**src/hdl/psau_pkg.sv**
```systemverilog
// Shared types, codes and constants for the packed SIMD arithmetic unit.
package psau_pkg;

  typedef enum logic [3:0] {
    ACT_ADD   = 4'd0,
    ACT_SUB   = 4'd1,
    ACT_RSUB  = 4'd2,
    ACT_MUL   = 4'd3,
    ACT_MIN   = 4'd4,
    ACT_MAX   = 4'd5,
    ACT_ACC   = 4'd6,
    ACT_AVG   = 4'd7,
    ACT_MULHR = 4'd8
  } action_t;

  typedef enum logic [1:0] {
    LOP_ADD = 2'd0,
    LOP_SUB = 2'd1,
    LOP_MUL = 2'd2
  } lane_op_t;

  localparam int unsigned STAGES = 4;

  localparam logic [31:0] LANE_NAN_DEFAULT = 32'hFFC0_0000;
  localparam logic [31:0] LANE_QUIET_BIT   = 32'h0040_0000;
  localparam logic [31:0] MULH_ROUND       = 32'h0000_8000;
  localparam int unsigned MULH_SHIFT       = 16;
  localparam logic [8:0]  AVG_ROUND        = 9'd1;

  function automatic logic is_fp_action(action_t a);
    return (a == ACT_ADD) || (a == ACT_SUB) || (a == ACT_RSUB) ||
           (a == ACT_MUL) || (a == ACT_ACC);
  endfunction

endpackage

```
**src/hdl/psau_fp_lane.sv**
```systemverilog
// One binary32 lane: add, subtract or multiply in four register stages.
module psau_fp_lane import psau_pkg::*; (
  input  logic        clk,
  input  logic [3:0]  en,
  input  lane_op_t    op,
  input  logic [31:0] a,
  input  logic [31:0] b,
  output logic [31:0] result
);

  // stage 0: unpack, align or multiply, specials
  logic        sa, sb, eff_sub, nan_a, nan_b, inf_a, inf_b, zero_a, zero_b, swap;
  logic [7:0]  ea, eb, xa, xb, xl, xs, dexp;
  logic [22:0] fa, fb;
  logic [23:0] ma, mb, ml, ms;
  logic [26:0] ms27, shr, ms_al;
  logic        stk;
  logic [27:0] sum28;
  logic [47:0] prod;
  logic        spec0, sign0;
  logic [31:0] spv0;
  logic signed [9:0] e0;
  logic [47:0] m0;

  assign sa = a[31];
  assign sb = b[31] ^ (op == LOP_SUB);
  assign ea = a[30:23];
  assign eb = b[30:23];
  assign fa = a[22:0];
  assign fb = b[22:0];
  assign nan_a  = (ea == 8'hFF) && (fa != 23'd0);
  assign nan_b  = (eb == 8'hFF) && (fb != 23'd0);
  assign inf_a  = (ea == 8'hFF) && (fa == 23'd0);
  assign inf_b  = (eb == 8'hFF) && (fb == 23'd0);
  assign zero_a = (a[30:0] == 31'd0);
  assign zero_b = (b[30:0] == 31'd0);
  assign ma = {(ea != 8'd0), fa};
  assign mb = {(eb != 8'd0), fb};
  assign xa = (ea == 8'd0) ? 8'd1 : ea;
  assign xb = (eb == 8'd0) ? 8'd1 : eb;
  assign eff_sub = sa ^ sb;
  assign swap = (a[30:0] < b[30:0]);
  assign xl = swap ? xb : xa;
  assign xs = swap ? xa : xb;
  assign ml = swap ? mb : ma;
  assign ms = swap ? ma : mb;
  assign dexp = xl - xs;
  assign ms27 = {ms, 3'b000};
  assign prod = ma * mb;

  always_comb begin
    if (dexp >= 8'd27) begin
      shr = 27'd0;
      stk = |ms;
    end else begin
      shr = ms27 >> dexp[4:0];
      stk = |(ms27 & ((27'd1 << dexp[4:0]) - 27'd1));
    end
    ms_al = {shr[26:1], shr[0] | stk};
    if (eff_sub) begin
      sum28 = {1'b0, ml, 3'b000} - {1'b0, ms_al};
    end else begin
      sum28 = {1'b0, ml, 3'b000} + {1'b0, ms_al};
    end
  end

  always_comb begin
    spec0 = 1'b1;
    spv0  = LANE_NAN_DEFAULT;
    if (op == LOP_MUL) begin
      sign0 = sa ^ sb;
      e0    = $signed({2'b00, xa}) + $signed({2'b00, xb}) - 10'sd126;
      m0    = prod;
    end else begin
      sign0 = swap ? sb : sa;
      e0    = $signed({2'b00, xl}) + 10'sd1;
      m0    = {sum28, 20'd0};
    end
    if (nan_a) begin
      spv0 = a | LANE_QUIET_BIT;
    end else if (nan_b) begin
      spv0 = b | LANE_QUIET_BIT;
    end else if (op == LOP_MUL) begin
      if ((inf_a && zero_b) || (zero_a && inf_b)) begin
        spv0 = LANE_NAN_DEFAULT;
      end else if (inf_a || inf_b) begin
        spv0 = {sa ^ sb, 8'hFF, 23'd0};
      end else if (zero_a || zero_b) begin
        spv0 = {sa ^ sb, 31'd0};
      end else begin
        spec0 = 1'b0;
      end
    end else begin
      if (inf_a && inf_b && eff_sub) begin
        spv0 = LANE_NAN_DEFAULT;
      end else if (inf_a) begin
        spv0 = {sa, 8'hFF, 23'd0};
      end else if (inf_b) begin
        spv0 = {sb, 8'hFF, 23'd0};
      end else if (zero_a && zero_b) begin
        spv0 = {sa & sb, 31'd0};
      end else begin
        spec0 = 1'b0;
      end
    end
  end

  logic        s1_spec, s1_sign;
  logic [31:0] s1_spv;
  logic signed [9:0] s1_e;
  logic [47:0] s1_m;

  always_ff @(posedge clk) begin
    if (en[0]) begin
      s1_spec <= spec0;
      s1_spv  <= spv0;
      s1_sign <= sign0;
      s1_e    <= e0;
      s1_m    <= m0;
    end
  end

  // stage 1: leading zero count
  function automatic logic [5:0] lzc48(logic [47:0] m);
    logic [5:0] n;
    n = 6'd48;
    for (int i = 0; i < 48; i++) begin
      if (m[i]) n = 6'(47 - i);
    end
    return n;
  endfunction

  logic        s2_spec, s2_sign;
  logic [31:0] s2_spv;
  logic signed [9:0] s2_e;
  logic [47:0] s2_m;
  logic [5:0]  s2_lz;

  always_ff @(posedge clk) begin
    if (en[1]) begin
      s2_spec <= s1_spec;
      s2_spv  <= s1_spv;
      s2_sign <= s1_sign;
      s2_e    <= s1_e;
      s2_m    <= s1_m;
      s2_lz   <= lzc48(s1_m);
    end
  end

  // stage 2: normalise, or denormalise into the subnormal range
  logic signed [10:0] et, rsh;
  logic [10:0] lsh;
  logic [47:0] mn;
  logic        st2;
  logic [9:0]  eo;

  always_comb begin
    et  = $signed({s2_e[9], s2_e}) - $signed({5'd0, s2_lz});
    rsh = 11'sd1 - $signed({s2_e[9], s2_e});
    lsh = 11'($signed({s2_e[9], s2_e}) - 11'sd1);
    st2 = 1'b0;
    eo  = 10'd1;
    if (et >= 11'sd1) begin
      mn = s2_m << s2_lz;
      eo = et[9:0];
    end else if (s2_e >= 10'sd1) begin
      mn = s2_m << lsh[5:0];
    end else if (rsh >= 11'sd48) begin
      mn  = 48'd0;
      st2 = |s2_m;
    end else begin
      mn  = s2_m >> rsh[5:0];
      st2 = |(s2_m & ((48'd1 << rsh[5:0]) - 48'd1));
    end
  end

  logic        s3_spec, s3_sign, s3_zero, s3_st;
  logic [31:0] s3_spv;
  logic [47:0] s3_m;
  logic [9:0]  s3_eo;

  always_ff @(posedge clk) begin
    if (en[2]) begin
      s3_spec <= s2_spec;
      s3_spv  <= s2_spv;
      s3_sign <= s2_sign;
      s3_zero <= (s2_m == 48'd0);
      s3_st   <= st2;
      s3_m    <= mn;
      s3_eo   <= eo;
    end
  end

  // stage 3: round to nearest even, overflow to infinity
  logic [9:0]  expf;
  logic [32:0] pre, rnd;
  logic        inc;
  logic [31:0] res3;

  always_comb begin
    expf = s3_m[47] ? s3_eo : 10'd0;
    pre  = {expf, s3_m[46:24]};
    inc  = s3_m[23] & ((|s3_m[22:0]) | s3_st | s3_m[24]);
    rnd  = pre + {32'd0, inc};
    if (s3_spec) begin
      res3 = s3_spv;
    end else if (s3_zero) begin
      res3 = 32'd0;
    end else if (rnd[32:23] >= 10'd255) begin
      res3 = {s3_sign, 8'hFF, 23'd0};
    end else begin
      res3 = {s3_sign, rnd[30:0]};
    end
  end

  always_ff @(posedge clk) begin
    if (en[3]) begin
      result <= res3;
    end
  end

endmodule

```
**config.mk**
```make
export PLATFORM = sky130hd
export DESIGN_NAME = psau_fp_lane
export DESIGN_NICKNAME = d
export VERILOG_FILES = /design/src/hdl/psau_pkg.sv /design/src/hdl/psau_fp_lane.sv
export SDC_FILE = /design/constraint.sdc
export NUM_CORES = 2
export LEC_CHECK = 0
export BUFFER_PORTS_ARGS = -buffer_cell sky130_fd_sc_hd__buf_2
export CAP_MARGIN = 15
export CORE_MARGIN = 2
export CORE_UTILIZATION = 26
export CTS_CLUSTER_DIAMETER = 150
export DETAILED_ROUTE_END_ITERATION = 7
export REMOVE_ABC_BUFFERS = 1
export SKIP_CTS_REPAIR_TIMING = 1
export SLEW_MARGIN = 30
export SYNTH_ARGS = -nofsm -noshare
export SYNTH_HDL_FRONTEND = slang
export SYNTH_SLANG_ARGS = --single-unit
```
**constraint.sdc**
```tcl
create_clock -name clk -period 13.2 [get_ports clk]
set_input_delay 1.98 -clock clk [delete_from_list [all_inputs] [get_ports clk]]
set_output_delay 1.98 -clock clk [all_outputs]
set_load 0.005 [all_outputs]
```
Word level (Yosys, flattened, before mapping)
Cells that the tools add are included.
{ "word_totals": {"ff_bits": 316, "in_bits": 71, "output_inout_bits": 32, "wordCells": 185} }
{ "classes": {"add_sub_neg": 12, "n_mul": 1, "order_cmp": 6, "eq_ne": 4, "shifts": 6, "muxes": 86, "n_bitwise": 9, "n_reduce_logical": 35} }
{ "op_table": {"columns": ["op", "n"], "rows": [
  ["32-bit 2-to-1 mux", 12],
  ["48-bit 2-to-1 mux", 4],
  ["48-bit OR reduction", 2],
  ["48-bit by 6-bit left shift with 48-bit output", 2],
  ["6-bit 2-to-1 mux", 15],
  ["5-bit 2-to-1 mux", 17],
  ["31-bit zero test", 2],
  ["48-bit AND", 1],
  ["48-bit zero test", 1],
  ["24-bit by 24-bit multiplier with 48-bit output", 1],
  ["24-bit 2-to-1 mux", 2],
  ["1-bit by 6-bit left shift with 48-bit output, first input constant", 1],
  ["48-bit by 6-bit >> shifter with 48-bit output", 1],
  ["48-bit by 1-bit subtractor with 48-bit output, second input constant", 1],
  ["23-bit zero test", 2],
  ["23-bit nonzero test", 2],
  ["33-bit by 1-bit adder with 33-bit output", 1],
  ["4-bit 2-to-1 mux", 8],
  ["8-bit 2-to-1 mux", 4],
  ["32-bit OR reduction", 1],
  ["31-bit < comparator", 1],
  ["31-bit 2-to-1 mux", 1],
  ["27-bit by 27-bit adder with 28-bit output", 1],
  ["28-bit 2-to-1 mux", 1],
  ["39 further kinds", 75]
]} }

Logic depth before layout (Yosys ltp)
{ "logic_depth": {"word_depth": 47, "depth_mapped": 48, "mapped_depth_nobuf": 40} }

Worst setup path before layout
OpenSTA, ideal clock, no wires.
{ "synth_timing": {"path_kind": "input port to flip-flop", "start": "input port b[8]", "end": "register s1_m[46] (data pin)", "setup_time_ns": 0.260, "arrival_ns": 10.376, "path_slack_ns": 2.564, "stages": 45, "path_cell_list": "clkbuf_1 > clkbuf_1 > inv_1 > ha_1 > a21o_1 > a21oi_1 > o211ai_1 > a41oi_2 > o21ai_4 > buf_2 > buf_2 > buf_1 > clkbuf_1 > mux2_2 > ha_1 > nor3_1 > o21a_1 > a2111o_1 > [... 9 more ...] > nand2b_1 > a21oi_1 > o21bai_1 > a21oi_1 > nor2_1 > o21ai_0 > a21oi_1 > o21ai_0 > a21o_1 > a21oi_1 > o31ai_1 > a211oi_1 > o41ai_1 > a221o_1 > a31oi_1 > nor2_1 > xnor2_1 > mux2_2"} }
{ "synth_via": {"elab_chain_len": 12, "elab_cells_between_ends": 21} }
{ "synth_rtl": {"columns": ["element", "line", "rtl"], "rows": [
  ["from (decl)", "psau_fp_lane.sv:7", "input logic [31:0] b,"],
  ["31-bit < comparator", "psau_fp_lane.sv:42", "assign swap = (a[30:0] < b[30:0]);"],
  ["8-bit 2-to-1 mux, on equally long branches", "psau_fp_lane.sv:43, psau_fp_lane.sv:44", null],
  ["8-bit subtractor", "psau_fp_lane.sv:47", "assign dexp = xl - xs;"],
  ["1-bit by 5-bit left shift with 27-bit output", "psau_fp_lane.sv:57", "stk = |(ms27 & ((27'd1 << dexp[4:0]) - 27'd1));"],
  ["27-bit by 1-bit subtractor with 27-bit output", "psau_fp_lane.sv:57", null],
  ["27-bit AND", "psau_fp_lane.sv:57", null],
  ["27-bit OR reduction", "psau_fp_lane.sv:57", null],
  ["1-bit 2-to-1 mux", "psau_fp_lane.sv:52", "if (dexp >= 8'd27) begin"],
  ["1-bit OR", "psau_fp_lane.sv:59", "ms_al = {shr[26:1], shr[0] | stk};"],
  ["27-bit by 27-bit adder with 28-bit output / 27-bit by 27-bit subtractor with 28-bit output (equally long branches)", "psau_fp_lane.sv:63, psau_fp_lane.sv:61", null],
  ["28-bit 2-to-1 mux", "psau_fp_lane.sv:60", "if (eff_sub) begin"],
  ["48-bit 2-to-1 mux *", "psau_fp_lane.sv:70", "if (op == LOP_MUL) begin"],
  ["via m0[46]", "psau_fp_lane.sv:23", "logic [47:0] m0;"],
  ["to (signal assigned)", "psau_fp_lane.sv:119", "s1_m <= m0;"],
  ["to (decl)", "psau_fp_lane.sv:111", "logic [47:0] s1_m;"]
]} }
Mark *: on every way through the listed nets, which the timed path passes. The rest lies on a longest branch.
A chain may end at the register's enable or synchronous reset.

Worst setup path after layout
{ "layout_timing": {"start": "input port b[9]", "end": "register s1_m[47] (data pin)"} }
The elaborated chain is that of the path after synthesis.

==> impl_results.md <==
* Outcome: finished, final reports clean
* Slack of the worst reg-to-reg path at 5.86 ns
* Seq/Total Area, Yosys at 19.8%
* Share of cells above drive strength 1 at 8.15%
* Maximum number of pins on one net before global-route repair at 88
* Io pins at 103
* TritonCTS clock tree: built
* Dpl hpwl at 131,000 um
* Dpl cells at 7,841
* RR Endpoint: s3_st
* Worst Tran Pin Value at 0.992 ns
* Post-route ant nets at 0
* Finished Core Util at 28.5%
* Area grow syn2layout at 8.79%
* Synth warnings at 0
* Main combinational cell family by area after synthesis: adder cells
* Standard-cell rows at 157
* Max Clk Rate at 92.3 MHz
* Clock sink count at 316
* Vias per inst at 5.23
* Slowest cell on crit path: fa_1
* Synth Area in Compound Gates at 14.7%
* Worst skew pair latency at 0.56 ns
* Top post-synthesis cells by count: 902 x nand2_1, 656 x inv_1, 485 x fa_1
* Worst Hold Depth at 0
* Cell area after synthesis at 48,000 um2
* Post-synth cell types at 98
* WP data required at 13.50 ns
* CP Capture Type: register
* WS Path Type: in2reg
* Post-synth EDFFs at 316
* Tcrit/Tclk final at 82.1%
* Max H-tree Level at 2
* # DRC at 0
* Critical path origin: b[9]
* Final min period at 10.83 ns
* DR vias at 41,330
* HP Start: s2_spv[18]
* Maxcap violations at 0
* Layout Nets at 6,278
* Die Y at 434 um
* Core area at 183,000 um2
* Count leader, synth: nand2_1
* Synth top area cells: fa_1 20%, edfxtp_1 20%, ha_1 8.0%
* Vias in the first global route at 40,966
* Worst EP arrival at 11.13 ns
* Iter 0 DRT Violations at 4,398
* Post-DR wirelength/cell at 21.5 um
* Final wirelength at 170,000 um
* Total congestion overflow at 0
* Final-report setup violation count at 0
* GP Congestion at 0.994
* Setup_tns at 0 ns
* Layout Cells excl Fill at 7,905
* Startpoint types: input pin
* Initial antenna violation count at 22
* Top FF cell, synth: edfxtp_1
* Worst hold path type: reg2reg
* First-pass GRT wire length at 257,000 um
* Hold EP: s3_spv[18]
* Die area at 188,000 um2
* Fin worst setup slack at 2.37 ns
* Initial Utilization at 26.2%
* Final Hold Viols at 0
* Synthesized area per cell at 8.60 um2
* Worst R2R Path Depth at 21
* Synthesized flop and latch total at 316
* Cell mode on critical path: fa_1
* Total iterations of the first detailed-routing run at 6
* Xor/xnor share of the synthesized area at 2.59%
* GRT Total Usage at 17.7%
* Simple-Gate Fraction of Synth Area at 17.2%
* Top cell type's share of synthesized area at 20.2%
* # port buffers at 102
* Clock Path Buffers at 3
* Setup WS pre-CTS at 1.91 ns
* Final slew viol count at 0
* Crit path max fanout at 26
* Synthesized instance count at 5,585
* CTS Buf Count at 35
* Reg clk slew, reported paths at 0.06 ns
* Root Buffer: clkbuf_16
* Synth Area in Adders at 28.3%
* Max_slew headroom at 33.9%
* Area leader, netlist: fa_1
* Post-synthesis mux area share at 8.99%
* Fraction of registers with async set/reset at 0%
* Chip width at 434 um
* RSZ-0062 raised after global routing: no
* Clock Skew at 0.0323 ns
* Reg2reg start: s2_e[1]
* Crit-path max cell delay at 0.56 ns
## routing by layer
layer  track usage, %  share of wire (%)  vias to the layer above  wire, um
met2             28.3                 45                     2081     76400
met4             6.88                4.5                        4      7690
met5                0              0.014                        -        24
li1                 -                  -                    18569         -
met3             3.18                9.0                      411     15400
met1             23.7                 42                    20265     70800
## critical path, delay by kind of cell
kind / cells / cell delay, ns
adder cells (fa/ha/maj): 8 / 3.87
buffers and inverters: 6 / 0.82
XOR/XNOR: 1 / 0.14
AND/OR/NAND/NOR: 3 / 0.71
AO/OA/AOI/OAI: 12 / 3.58
## registers in the layout, indices dropped and copies added, names as in the netlist
signal   flops
s2_sign      1
s1_e        10
s2_lz        6
s2_e        10
s1_spv      32
s1_sign      1
s2_m        48
s1_spec      1
s3_sign      1
s3_zero      1
result      32
s1_m        48
s3_st        1
s3_m        48
s2_spv      32
s3_eo       10
s3_spv      32
s2_spec      1
s3_spec      1
## worst max-delay path by stage
stage	slack, ns	end
after CTS	2.47	s1_m[47]
after global placement	2.01	s1_m[47]
after floorplan	2.07	s1_m[46]
after detailed placement	1.91	s1_m[47]
final	2.37	s1_m[47]
after global routing	1.70	s1_m[47]
## layout by cell type, fill, tap and decap left out, types with 25 or more instances in the layout
cell       Yosys  routed
a211oi_1      80      80
a21o_1        38      38
a21oi_1      325     325
a31oi_1       33      32
and2_1       233     233
and3_1        32      32
buf_2         13      99
buf_4          1     103
clkbuf_16      0      35
edfxtp_1     316     316
fa_1         485     485
ha_1         308     307
inv_1        656     655
mux2_2        29      29
mux2i_1      177     177
mux4_2        98      98
nand2_1      902     902
nand3_1       79      79
nand4_1       31      31
nor2_1       339     337
nor2b_1       38      37
nor3_1        59      58
nor4_1        38      38
o211ai_1      25      25
o21ai_0      290     287
o22ai_1       50      50
o31ai_1       32      32
or3_1         26      26
xnor2_1       96      91
xor2_1        44      40
## logic make-up after synthesis
logic type,after synthesis
AND/OR/NAND/NOR,1835
AO/OA/AOI/OAI,1119
buffers and inverters,1075
adder cells (fa/ha/maj),794
flip-flops,316
multiplexers,305
XOR/XNOR,141
## final cells by class
class / instances / area [um2]
multi-input cells: 4194 / 34600
repair buffers: 204 / 1290
diodes: 5 / 12.5
flip-flops and latches: 316 / 9490
clock buffers: 37 / 883
clock inverters: 22 / 373
fillers: 19486 / 131000
well taps: 2464 / 3080
inverters: 663 / 2490
## through the flow
step | hold WS [ns] | area, um2
5_1_grt | 0.427 | 52200
6_report | 0.410 | 52300
2_1_floorplan | 0.400 | 46500
4_1_cts | 0.415 | 52200
3_3_place_gp | 0.403 | 51000
3_5_place_dp | 0.405 | 51000
Power is not shown: default switching activity piles up to over one toggle a cycle in this logic, so the estimate is an artifact.
